[config.mk]
export PLATFORM = sky130hd
export DESIGN_NAME = biquad_cascade_iir_filter_core_flat
export DESIGN_NICKNAME = d
export VERILOG_FILES = /design/src/design/bqc_pkg.sv /design/src/design/bqc_in_if.sv /design/src/design/bqc_out_if.sv /design/src/design/bqc_ctrl.sv /design/src/design/bqc_datapath.sv /design/src/design/biquad_cascade_iir_filter_core.sv /design/src/flat_wrapper.sv
export SDC_FILE = /design/constraint.sdc
export NUM_CORES = 2
export LEC_CHECK = 0
export ABC_CLOCK_PERIOD_IN_PS = 11900
export BUFFER_PORTS_ARGS = -buffer_cell sky130_fd_sc_hd__buf_4
export CORE_MARGIN = 4
export CORE_UTILIZATION = 25
export DETAILED_ROUTE_END_ITERATION = 7
export PLACE_DENSITY = 0.45
export SLEW_MARGIN = 40
export SYNTH_ARGS = -nofsm -noshare
export SYNTH_HDL_FRONTEND = slang
export SYNTH_SLANG_ARGS = --single-unit
[constraint.sdc]
create_clock -name clk -period 11.9 [get_ports clk]
set_input_delay 1.19 -clock clk [delete_from_list [all_inputs] [get_ports clk]]
set_output_delay 1.19 -clock clk [all_outputs]
set_load 0.05 [all_outputs]
[src/design/bqc_pkg.sv]
// shared constants, types and helpers of the two-section biquad filter core
package bqc_pkg;

	// default parameter values
	localparam int DEFAULT_SAMPLE_BITS    = 16;
	localparam int DEFAULT_COEF_FRAC_BITS = 14;

	// fixed widths of the arithmetic
	localparam int COEF_BITS   = 17;
	localparam int STATE_BITS  = 32;
	localparam int PROD_BITS   = COEF_BITS + STATE_BITS;
	localparam int ACC_BITS    = 52;
	localparam int NUM_BITS    = 3 * COEF_BITS;
	localparam int DEN_BITS    = 2 * COEF_BITS;

	// configuration port
	localparam int CFG_IDX_BITS  = 3;
	localparam int CFG_DATA_BITS = NUM_BITS;

	localparam logic [CFG_IDX_BITS-1:0] REG_ENABLE = 3'd0;
	localparam logic [CFG_IDX_BITS-1:0] REG_NUM1   = 3'd1;
	localparam logic [CFG_IDX_BITS-1:0] REG_DEN1   = 3'd2;
	localparam logic [CFG_IDX_BITS-1:0] REG_NUM2   = 3'd3;
	localparam logic [CFG_IDX_BITS-1:0] REG_DEN2   = 3'd4;

	// sequencer states
	typedef enum logic [2:0] {
		ST_IDLE,
		ST_MB0,
		ST_MB1,
		ST_MB2,
		ST_MA1,
		ST_MA2,
		ST_FIN,
		ST_DONE
	} state_t;

	// coefficient picked for the shared multiplier
	typedef enum logic [2:0] {
		COEF_B0,
		COEF_B1,
		COEF_B2,
		COEF_A1,
		COEF_A2
	} coef_sel_t;

	// accumulate step applied to the registered product
	typedef enum logic [2:0] {
		ACC_NONE,
		ACC_LOAD_P,
		ACC_LOAD_A0,
		ACC_LOAD_A1,
		ACC_SUB_A0,
		ACC_FINISH
	} acc_op_t;

	// controller to datapath commands
	typedef struct packed {
		logic      load_x;
		logic      opnd_p;
		coef_sel_t coef_sel;
		acc_op_t   acc_op;
		logic      sect;
		logic      bypass;
		logic      out_load;
	} cmd_t;

	// datapath to controller status
	typedef struct packed {
		logic enable;
	} status_t;

	// saturated state word and its clip flag
	typedef struct packed {
		logic                         clip;
		logic signed [STATE_BITS-1:0] value;
	} sat_t;

	// saturate an accumulator value to a signed state word
	function automatic sat_t sat_state(input logic signed [ACC_BITS-1:0] v);
		sat_t r;
		logic [ACC_BITS-STATE_BITS:0] top;
		top = v[ACC_BITS-1:STATE_BITS-1];
		if ((top == '0) || (top == '1)) begin
			r.clip  = 1'b0;
			r.value = v[STATE_BITS-1:0];
		end else begin
			r.clip  = 1'b1;
			r.value = v[ACC_BITS-1] ? {1'b1, {(STATE_BITS-1){1'b0}}}
			                        : {1'b0, {(STATE_BITS-1){1'b1}}};
		end
		return r;
	endfunction

endpackage

[src/design/bqc_in_if.sv]
// sample request channel into the filter
interface bqc_in_if #(
	parameter int SAMPLE_BITS = bqc_pkg::DEFAULT_SAMPLE_BITS
);
	logic                          valid;
	logic                          ready;
	logic signed [SAMPLE_BITS-1:0] sample_in;

	modport source (output valid, output sample_in, input ready);
	modport sink (input valid, input sample_in, output ready);
endinterface

[src/design/bqc_out_if.sv]
// result request channel out of the filter
interface bqc_out_if #(
	parameter int SAMPLE_BITS = bqc_pkg::DEFAULT_SAMPLE_BITS
);
	logic                          valid;
	logic                          ready;
	logic signed [SAMPLE_BITS-1:0] sample_out;
	logic                          clipped;

	modport source (output valid, output sample_out, output clipped, input ready);
	modport sink (input valid, input sample_out, input clipped, output ready);
endinterface

[src/design/bqc_ctrl.sv]
// sequencer that steps the shared multiplier through both sections
module bqc_ctrl (
	input  logic             clk,
	input  logic             arst_n,
	input  logic             in_valid,
	output logic             in_ready,
	output logic             out_valid,
	input  logic             out_ready,
	input  bqc_pkg::status_t status,
	output bqc_pkg::cmd_t    cmd
);

	bqc_pkg::state_t state_q, state_d;
	logic            sect_q, sect_d;
	logic            bypass_q, bypass_d;
	logic            out_valid_q;

	// state and control registers
	always_ff @(posedge clk or negedge arst_n) begin
		if (!arst_n) begin
			state_q     <= bqc_pkg::ST_IDLE;
			sect_q      <= 1'b0;
			bypass_q    <= 1'b0;
			out_valid_q <= 1'b0;
		end else begin
			state_q  <= state_d;
			sect_q   <= sect_d;
			bypass_q <= bypass_d;
			if (cmd.out_load) begin
				out_valid_q <= 1'b1;
			end else if (out_ready) begin
				out_valid_q <= 1'b0;
			end
		end
	end

	// next state and commands
	always_comb begin
		state_d      = state_q;
		sect_d       = sect_q;
		bypass_d     = bypass_q;
		in_ready     = 1'b0;
		cmd.load_x   = 1'b0;
		cmd.opnd_p   = 1'b0;
		cmd.coef_sel = bqc_pkg::COEF_B0;
		cmd.acc_op   = bqc_pkg::ACC_NONE;
		cmd.sect     = sect_q;
		cmd.bypass   = bypass_q;
		cmd.out_load = 1'b0;
		case (state_q)
			bqc_pkg::ST_IDLE: begin
				in_ready = 1'b1;
				if (in_valid) begin
					cmd.load_x = 1'b1;
					sect_d     = 1'b0;
					bypass_d   = !status.enable;
					state_d    = status.enable ? bqc_pkg::ST_MB0 : bqc_pkg::ST_DONE;
				end
			end
			bqc_pkg::ST_MB0: begin
				cmd.coef_sel = bqc_pkg::COEF_B0;
				state_d      = bqc_pkg::ST_MB1;
			end
			bqc_pkg::ST_MB1: begin
				cmd.coef_sel = bqc_pkg::COEF_B1;
				cmd.acc_op   = bqc_pkg::ACC_LOAD_P;
				state_d      = bqc_pkg::ST_MB2;
			end
			bqc_pkg::ST_MB2: begin
				cmd.coef_sel = bqc_pkg::COEF_B2;
				cmd.acc_op   = bqc_pkg::ACC_LOAD_A0;
				state_d      = bqc_pkg::ST_MA1;
			end
			bqc_pkg::ST_MA1: begin
				cmd.coef_sel = bqc_pkg::COEF_A1;
				cmd.opnd_p   = 1'b1;
				cmd.acc_op   = bqc_pkg::ACC_LOAD_A1;
				state_d      = bqc_pkg::ST_MA2;
			end
			bqc_pkg::ST_MA2: begin
				cmd.coef_sel = bqc_pkg::COEF_A2;
				cmd.opnd_p   = 1'b1;
				cmd.acc_op   = bqc_pkg::ACC_SUB_A0;
				state_d      = bqc_pkg::ST_FIN;
			end
			bqc_pkg::ST_FIN: begin
				cmd.acc_op = bqc_pkg::ACC_FINISH;
				if (!sect_q) begin
					sect_d  = 1'b1;
					state_d = bqc_pkg::ST_MB0;
				end else begin
					state_d = bqc_pkg::ST_DONE;
				end
			end
			bqc_pkg::ST_DONE: begin
				// wait for a free output register
				if (!out_valid_q || out_ready) begin
					cmd.out_load = 1'b1;
					state_d      = bqc_pkg::ST_IDLE;
				end
			end
			default: begin
				state_d = bqc_pkg::ST_IDLE;
			end
		endcase
	end

	assign out_valid = out_valid_q;

endmodule

[src/design/bqc_datapath.sv]
// coefficient registers, shared multiplier, accumulators and delay words
module bqc_datapath #(
	parameter int SAMPLE_BITS    = bqc_pkg::DEFAULT_SAMPLE_BITS,
	parameter int COEF_FRAC_BITS = bqc_pkg::DEFAULT_COEF_FRAC_BITS
) (
	input  logic                                 clk,
	input  logic                                 arst_n,
	input  logic                                 cfg_we,
	input  logic [bqc_pkg::CFG_IDX_BITS-1:0]     cfg_index,
	input  logic [bqc_pkg::CFG_DATA_BITS-1:0]    cfg_data,
	input  logic signed [SAMPLE_BITS-1:0]        sample_in,
	input  bqc_pkg::cmd_t                        cmd,
	output bqc_pkg::status_t                     status,
	output logic signed [SAMPLE_BITS-1:0]        sample_out,
	output logic                                 clipped
);

	localparam int SB = bqc_pkg::STATE_BITS;
	localparam int PB = bqc_pkg::PROD_BITS;
	localparam int AB = bqc_pkg::ACC_BITS;
	localparam int CB = bqc_pkg::COEF_BITS;

	localparam logic signed [PB-1:0] RND_HALF = PB'(1) << (COEF_FRAC_BITS - 1);
	localparam logic signed [SB-1:0] OUT_MAX  = (SB'(1) << (SAMPLE_BITS - 1)) - SB'(1);
	localparam logic signed [SB-1:0] OUT_MIN  = -OUT_MAX - SB'(1);

	// configuration registers
	logic                         enable_q;
	logic [bqc_pkg::NUM_BITS-1:0] num1_q, num2_q;
	logic [bqc_pkg::DEN_BITS-1:0] den1_q, den2_q;

	// delay words of both sections
	logic signed [SB-1:0] s1_d0_q, s1_d1_q, s2_d0_q, s2_d1_q;

	// working registers
	logic signed [SB-1:0] x_q, p_q;
	logic signed [PB-1:0] prod_q;
	logic signed [AB-1:0] acc0_q, acc1_q;
	logic                 clip_q;
	logic signed [SAMPLE_BITS-1:0] sample_out_q;
	logic                          clipped_q;

	logic [bqc_pkg::NUM_BITS-1:0] num_sel;
	logic [bqc_pkg::DEN_BITS-1:0] den_sel;
	logic signed [CB-1:0]         coef_v;
	logic signed [SB-1:0]         opnd_v;
	logic signed [PB-1:0]         prod_full, prod_rnd;
	logic signed [SB-1:0]         d0_cur, d1_cur;
	logic signed [AB-1:0]         prod_ext;
	bqc_pkg::sat_t                p_sat, n0_sat, n1_sat;
	logic signed [SB-1:0]         y_sat;
	logic                         y_clip;

	// configuration writes
	always_ff @(posedge clk or negedge arst_n) begin
		if (!arst_n) begin
			enable_q <= 1'b0;
			num1_q   <= '0;
			den1_q   <= '0;
			num2_q   <= '0;
			den2_q   <= '0;
		end else if (cfg_we) begin
			case (cfg_index)
				bqc_pkg::REG_ENABLE: enable_q <= cfg_data[0];
				bqc_pkg::REG_NUM1:   num1_q   <= cfg_data[bqc_pkg::NUM_BITS-1:0];
				bqc_pkg::REG_DEN1:   den1_q   <= cfg_data[bqc_pkg::DEN_BITS-1:0];
				bqc_pkg::REG_NUM2:   num2_q   <= cfg_data[bqc_pkg::NUM_BITS-1:0];
				bqc_pkg::REG_DEN2:   den2_q   <= cfg_data[bqc_pkg::DEN_BITS-1:0];
				default: begin
				end
			endcase
		end
	end

	assign status.enable = enable_q;

	// coefficient and operand selection
	assign num_sel = cmd.sect ? num2_q : num1_q;
	assign den_sel = cmd.sect ? den2_q : den1_q;

	always_comb begin
		case (cmd.coef_sel)
			bqc_pkg::COEF_B0: coef_v = num_sel[CB-1:0];
			bqc_pkg::COEF_B1: coef_v = num_sel[2*CB-1:CB];
			bqc_pkg::COEF_B2: coef_v = num_sel[3*CB-1:2*CB];
			bqc_pkg::COEF_A1: coef_v = den_sel[CB-1:0];
			bqc_pkg::COEF_A2: coef_v = den_sel[2*CB-1:CB];
			default:          coef_v = '0;
		endcase
	end

	assign opnd_v = cmd.opnd_p ? p_q : x_q;

	// shared multiplier with round half up
	assign prod_full = PB'(coef_v) * PB'(opnd_v);
	assign prod_rnd  = prod_full + RND_HALF;

	// accumulate on the registered product
	assign d0_cur   = cmd.sect ? s2_d0_q : s1_d0_q;
	assign d1_cur   = cmd.sect ? s2_d1_q : s1_d1_q;
	assign prod_ext = AB'(prod_q);
	assign p_sat    = bqc_pkg::sat_state(prod_ext + AB'(d0_cur));
	assign n0_sat   = bqc_pkg::sat_state(acc0_q);
	assign n1_sat   = bqc_pkg::sat_state(acc1_q - prod_ext);

	// final saturation to the sample width
	always_comb begin
		if (p_q > OUT_MAX) begin
			y_sat  = OUT_MAX;
			y_clip = 1'b1;
		end else if (p_q < OUT_MIN) begin
			y_sat  = OUT_MIN;
			y_clip = 1'b1;
		end else begin
			y_sat  = p_q;
			y_clip = 1'b0;
		end
	end

	// delay words
	always_ff @(posedge clk or negedge arst_n) begin
		if (!arst_n) begin
			s1_d0_q <= '0;
			s1_d1_q <= '0;
			s2_d0_q <= '0;
			s2_d1_q <= '0;
		end else if (cmd.acc_op == bqc_pkg::ACC_FINISH) begin
			if (cmd.sect) begin
				s2_d0_q <= n0_sat.value;
				s2_d1_q <= n1_sat.value;
			end else begin
				s1_d0_q <= n0_sat.value;
				s1_d1_q <= n1_sat.value;
			end
		end
	end

	// working registers
	always_ff @(posedge clk) begin
		prod_q <= prod_rnd >>> COEF_FRAC_BITS;
		if (cmd.load_x) begin
			x_q    <= SB'(sample_in);
			clip_q <= 1'b0;
		end
		case (cmd.acc_op)
			bqc_pkg::ACC_LOAD_P: begin
				p_q    <= p_sat.value;
				clip_q <= clip_q | p_sat.clip;
			end
			bqc_pkg::ACC_LOAD_A0: acc0_q <= prod_ext + AB'(d1_cur);
			bqc_pkg::ACC_LOAD_A1: acc1_q <= prod_ext;
			bqc_pkg::ACC_SUB_A0:  acc0_q <= acc0_q - prod_ext;
			bqc_pkg::ACC_FINISH: begin
				x_q    <= p_q;
				clip_q <= clip_q | n0_sat.clip | n1_sat.clip;
			end
			default: begin
			end
		endcase
		if (cmd.out_load) begin
			if (cmd.bypass) begin
				sample_out_q <= x_q[SAMPLE_BITS-1:0];
				clipped_q    <= 1'b0;
			end else begin
				sample_out_q <= y_sat[SAMPLE_BITS-1:0];
				clipped_q    <= clip_q | y_clip;
			end
		end
	end

	assign sample_out = sample_out_q;
	assign clipped    = clipped_q;

endmodule

[src/design/biquad_cascade_iir_filter_core.sv]
// top level of the two-section biquad filter core
// each sample takes ten product steps on the single shared 17x32 multiplier, two
// write-back steps, one hand-off and one accept step (only the last two in bypass);
// a new sample is taken only after the hand-off, which waits for a free output register
// a finished result waits in the output register while the next sample is taken
// reset: asynchronous, clears the sequencer, configuration and all delay words
module biquad_cascade_iir_filter_core #(
	parameter int SAMPLE_BITS    = bqc_pkg::DEFAULT_SAMPLE_BITS,
	parameter int COEF_FRAC_BITS = bqc_pkg::DEFAULT_COEF_FRAC_BITS
) (
	input  logic                              clk,
	input  logic                              arst_n,
	bqc_in_if.sink                            in_ch,
	bqc_out_if.source                         out_ch,
	input  logic                              cfg_we,
	input  logic [bqc_pkg::CFG_IDX_BITS-1:0]  cfg_index,
	input  logic [bqc_pkg::CFG_DATA_BITS-1:0] cfg_data
);

	bqc_pkg::cmd_t    cmd;
	bqc_pkg::status_t status;

	// sequencer
	bqc_ctrl u_ctrl (
		.clk       (clk),
		.arst_n    (arst_n),
		.in_valid  (in_ch.valid),
		.in_ready  (in_ch.ready),
		.out_valid (out_ch.valid),
		.out_ready (out_ch.ready),
		.status    (status),
		.cmd       (cmd)
	);

	// arithmetic and storage
	bqc_datapath #(
		.SAMPLE_BITS    (SAMPLE_BITS),
		.COEF_FRAC_BITS (COEF_FRAC_BITS)
	) u_datapath (
		.clk        (clk),
		.arst_n     (arst_n),
		.cfg_we     (cfg_we),
		.cfg_index  (cfg_index),
		.cfg_data   (cfg_data),
		.sample_in  (in_ch.sample_in),
		.cmd        (cmd),
		.status     (status),
		.sample_out (out_ch.sample_out),
		.clipped    (out_ch.clipped)
	);

endmodule

[src/flat_wrapper.sv]
// flat-port wrapper written by rule: the top's interface ports become plain ports
module biquad_cascade_iir_filter_core_flat 
#(
	parameter int SAMPLE_BITS    = bqc_pkg::DEFAULT_SAMPLE_BITS,
	parameter int COEF_FRAC_BITS = bqc_pkg::DEFAULT_COEF_FRAC_BITS
)
  (clk, arst_n, cfg_we, cfg_index, cfg_data, in_ch_valid, in_ch_sample_in, in_ch_ready, out_ch_valid, out_ch_sample_out, out_ch_clipped, out_ch_ready);
  bqc_in_if #(.SAMPLE_BITS(SAMPLE_BITS)) in_ch_i ();
  bqc_out_if #(.SAMPLE_BITS(SAMPLE_BITS)) out_ch_i ();
  input  logic clk;
  input  logic arst_n;
  input  logic cfg_we;
  input  logic [bqc_pkg::CFG_IDX_BITS-1:0] cfg_index;
  input  logic [bqc_pkg::CFG_DATA_BITS-1:0] cfg_data;
  input wire logic [$bits(in_ch_i.valid)-1:0] in_ch_valid;
  input wire logic [$bits(in_ch_i.sample_in)-1:0] in_ch_sample_in;
  output wire logic [$bits(in_ch_i.ready)-1:0] in_ch_ready;
  output wire logic [$bits(out_ch_i.valid)-1:0] out_ch_valid;
  output wire logic [$bits(out_ch_i.sample_out)-1:0] out_ch_sample_out;
  output wire logic [$bits(out_ch_i.clipped)-1:0] out_ch_clipped;
  input wire logic [$bits(out_ch_i.ready)-1:0] out_ch_ready;
  assign in_ch_i.valid = in_ch_valid;
  assign in_ch_i.sample_in = in_ch_sample_in;
  assign in_ch_ready = in_ch_i.ready;
  assign out_ch_valid = out_ch_i.valid;
  assign out_ch_sample_out = out_ch_i.sample_out;
  assign out_ch_clipped = out_ch_i.clipped;
  assign out_ch_i.ready = out_ch_ready;
  biquad_cascade_iir_filter_core #(.SAMPLE_BITS(SAMPLE_BITS), .COEF_FRAC_BITS(COEF_FRAC_BITS)) u_core (.clk(clk), .arst_n(arst_n), .in_ch(in_ch_i), .out_ch(out_ch_i), .cfg_we(cfg_we), .cfg_index(cfg_index), .cfg_data(cfg_data));
endmodule
==> reports/results.tsv <==
stage	metric	value	unit
finish	layout cells sized above 1	0.1250	
clock_tree	CTS max path bufs	3	
yosys	Netlist Area Pre-Place	47380	µm²
yosys	syn avg cell area	9.649	µm²
die	total I/O pin count	94	
global_route	gr usage total	0.1605	
die	Core Area	188200	µm²
sta	Setup TNS Final	0	ns
sta	final clock skew	0.02652	ns
place	pre-CTS setup slack	2.565	ns
detailed_routing	routed wire length	158.6	mm
sta	FMAX	0.1064	GHz
die	std cell rows	159	
critical_path	worst path required time	12.41	ns
finish	Net count, final	5824	
yosys	ys async rst share	0.5992	
critical_path	critical path class	register to register	
yosys	syn_nets	5777	
global_route	met3 GRT Util	0.01955	
detailed_routing	Vias per Instance	4.797	
die	Die Ht	443.4	µm
die	Initial Util	0.2518	
sta	unrepaired setup endpoints after global routing	no	
critical_path	crit-path max FO	35	
finish	Finished Cell Area	53810	µm²
worst_hold_path	Hold Path Origin	u_core.u_datapath.s2_d0_q[26]$_DFFE_PN0P_	
clock_tree	post-CTS setup buffer count	0	
sta	Final Hold Fails	0	
sta	Slew Limit Fails	0	
yosys	FF+latch count, synth	509	
detailed_routing	antenna-violating nets left	0	
critical_path	CP max stage delay	0.72	ns
clock_tree	Skew-Pair Late Insertion Delay	0.63	ns
place	Cell Area, Placed	51480	µm²
die	die footprint	196600	µm²
critical_path	crit path max-delay cell type	dfrtp_1	
clock_tree	Gates resized, CTS repair	0	
sta	Tmin final	9.398	ns
critical_path	worst r2r src	u_core.u_ctrl.state_q[2]$_DFFE_PN0P_	
yosys	most common cell in the netlist	nand2_1	
clock_tree	Clock Root Buffer	clkbuf_16	
yosys	Most used DFF post-synth	dfrtp_1	
global_route	met1 Usage GRT	0.2316	
global_route	vias in the first global route	37750	
run	number of max-cap violations	0	
detailed_routing	DRT iter0 DRCs	2329	
die	Die X	443.4	µm
clock_tree	CTS Hold Bufs	0	
finish	Synth-to-Final Area Change	13.55	%
detailed_routing	DRT Pass-1 Iters	6	
global_route	first-pass GRT wire length	242.0	mm
sta	Worst Tran Pin Value	0.8782	ns
detailed_routing	WL per Instance	21.10	µm
worst_hold_path	Hold Path Class	register to register	
yosys	Synth area leaders	fa_1 22%, dfrtp_1 16%, edfxtp_1 11%	
sta	final setup violation count	0	
place	RD Place Congestion	0.8983	
clock_tree	CTS sink count	509	
yosys	area leader, netlist	fa_1	
global_route	global route overflow	0	
sta	post-route clock period utilization	0.7897	
sta	max_slew headroom	0.4029	
clock_tree	CTS Buf Count	68	
critical_path	Worst EP arrival	9.90	ns
global_route	initial antenna violation count	11	
detailed_routing	via count	36060	
yosys	number of flops mapped to enable cells by yosys	169	
sta	Fin Hold WS	0.4719	ns
critical_path	Setup crit start	u_core.u_ctrl.state_q[2]$_DFFE_PN0P_	
detailed_routing	DRC violations left	0	
yosys	Seq/Total Area, Yosys	0.2830	
global_route	maximum number of pins on one net before global-route repair	96	
yosys	yosys warns	0	
yosys	Post-Synthesis Cells	4911	
sta	worst setup margin	2.502	ns
clock_tree	CTS H-tree lvls	3	
place	post-detail-place hpwl	122.1	mm
finish	fill count	19950	
global_route	met2 Use GR	0.2577	
place	port bufs	93	
global_route	most used routing layer	met2	
status	status	complete, no violations	
clock_tree	CTS tree	built	
clock_tree	clock-pin slew on the worst setup and hold paths	0.06	ns
critical_path	startpoint types	register	
yosys	Synth top cells by count	690 x nand2_1, 597 x inv_1, 525 x fa_1	
yosys	area share of the largest cell type after synthesis	0.2218	
yosys	synth unique cells	85	
critical_path	CP endpoint kind	register	
-- per-stage QoR --
stage	util	cells
after floorplan	-	4911
after global placement	0.2725	7376
after detailed placement	0.2735	7383
after CTS	0.2856	7509
after global routing	0.2858	7513
final	0.2859	7517
-- metal layers --
metal / vias to the layer above / wire length [µm] / share of wire
met3: 147 / 7383 / 0.047
met2: 828 / 72120 / 0.45
met1: 18540 / 75910 / 0.48
met5: - / 8 / 0.000050
li1: 16540 / - / -
met4: 2 / 3196 / 0.020
-- placed cells by master (no fill, tap or decap), types with 12 or more instances in the layout --
cell type  instances
a211oi_1          22
a21boi_0          12
a21o_1           119
a21oi_1          214
a221o_1           12
a31oi_1           17
and2_1            22
and3_1            22
buf_4            167
clkbuf_1          13
clkbuf_16         71
clkbuf_8          14
dfrtp_1          304
dfxtp_1           35
edfxtp_1         169
fa_1             524
ha_1             266
inv_1            597
mux2_2           253
mux2i_1           68
mux4_2            16
nand2_1          687
nand2b_1          26
nand3_1           40
nand4_1           35
nor2_1           390
nor2b_1           31
nor3_1            42
nor4_1            22
o211ai_1          13
o21a_1            35
o21ai_0          253
o21ai_1           43
o21bai_1          31
o22ai_1           21
o31ai_1           21
or3_1             13
xnor2_1          108
xor2_1            50
-- final timing paths --
path                                                        endpoint  slack, ns  cells past startpoint
setup reg to reg                u_core.u_datapath.prod_q[32]$_DFF_P_       2.50                     26
setup / recovery                u_core.u_datapath.prod_q[32]$_DFF_P_       2.50                     26
hold / removal             u_core.u_datapath.s2_d0_q[26]$_DFFE_PN0P_       0.47                      2
min in group asynchronous   u_core.u_datapath.num2_q[37]$_DFFE_PN0P_       0.49                      1
hold reg to reg            u_core.u_datapath.s2_d0_q[26]$_DFFE_PN0P_       0.47                      2
max in group asynchronous  u_core.u_datapath.s1_d1_q[30]$_DFFE_PN0P_       9.97                      3
-- flip-flops by register name, summed over array words and instances, names as in the netlist, 34 cells and up --
name,cells
u_core.u_datapath.acc0_q,52
u_core.u_datapath.num1_q,51
u_core.u_datapath.num2_q,51
u_core.u_datapath.acc1_q,35
u_core.u_datapath.prod_q,35
u_core.u_datapath.den1_q,34
u_core.u_datapath.den2_q,34
-- cell type report --
type,instances,area (µm²),area share
Tap cell,2495,3122,0.05802
Antenna cell,8,20.02,0.0003721
Clock inverter,28,251.5,0.004674
Sequential cell,509,13410,0.2493
Clock buffer,98,2018,0.03751
Multi-Input combinational cell,3605,31330,0.5822
Inverter,597,2241,0.04165
Timing Repair Buffer,177,1415,0.02630
-- worst max-delay path: cells and delay by family, from the launching register on --
kind | cells | cell delay (ns)
buf+inv | 8 | 1.66
simple gates | 5 | 1.58
flops | 1 | 0.72
xor+xnor | 1 | 0.14
compound gates | 5 | 2.01
fa+ha+maj | 7 | 3.13
-- cell families (layout without fill, tap and decap cells) --
family,Yosys count,after routing,synth area share
xor+xnor,160,160,0.02957
other cells,0,8,0
compound gates,913,913,0.1210
buf+inv,797,900,0.06409
flops,509,509,0.2830
mux,347,347,0.08421
simple gates,1394,1394,0.1261
fa+ha+maj,791,791,0.2920
Power is not shown: default switching activity piles up to over one toggle a cycle in this logic, so the estimate is an artifact.
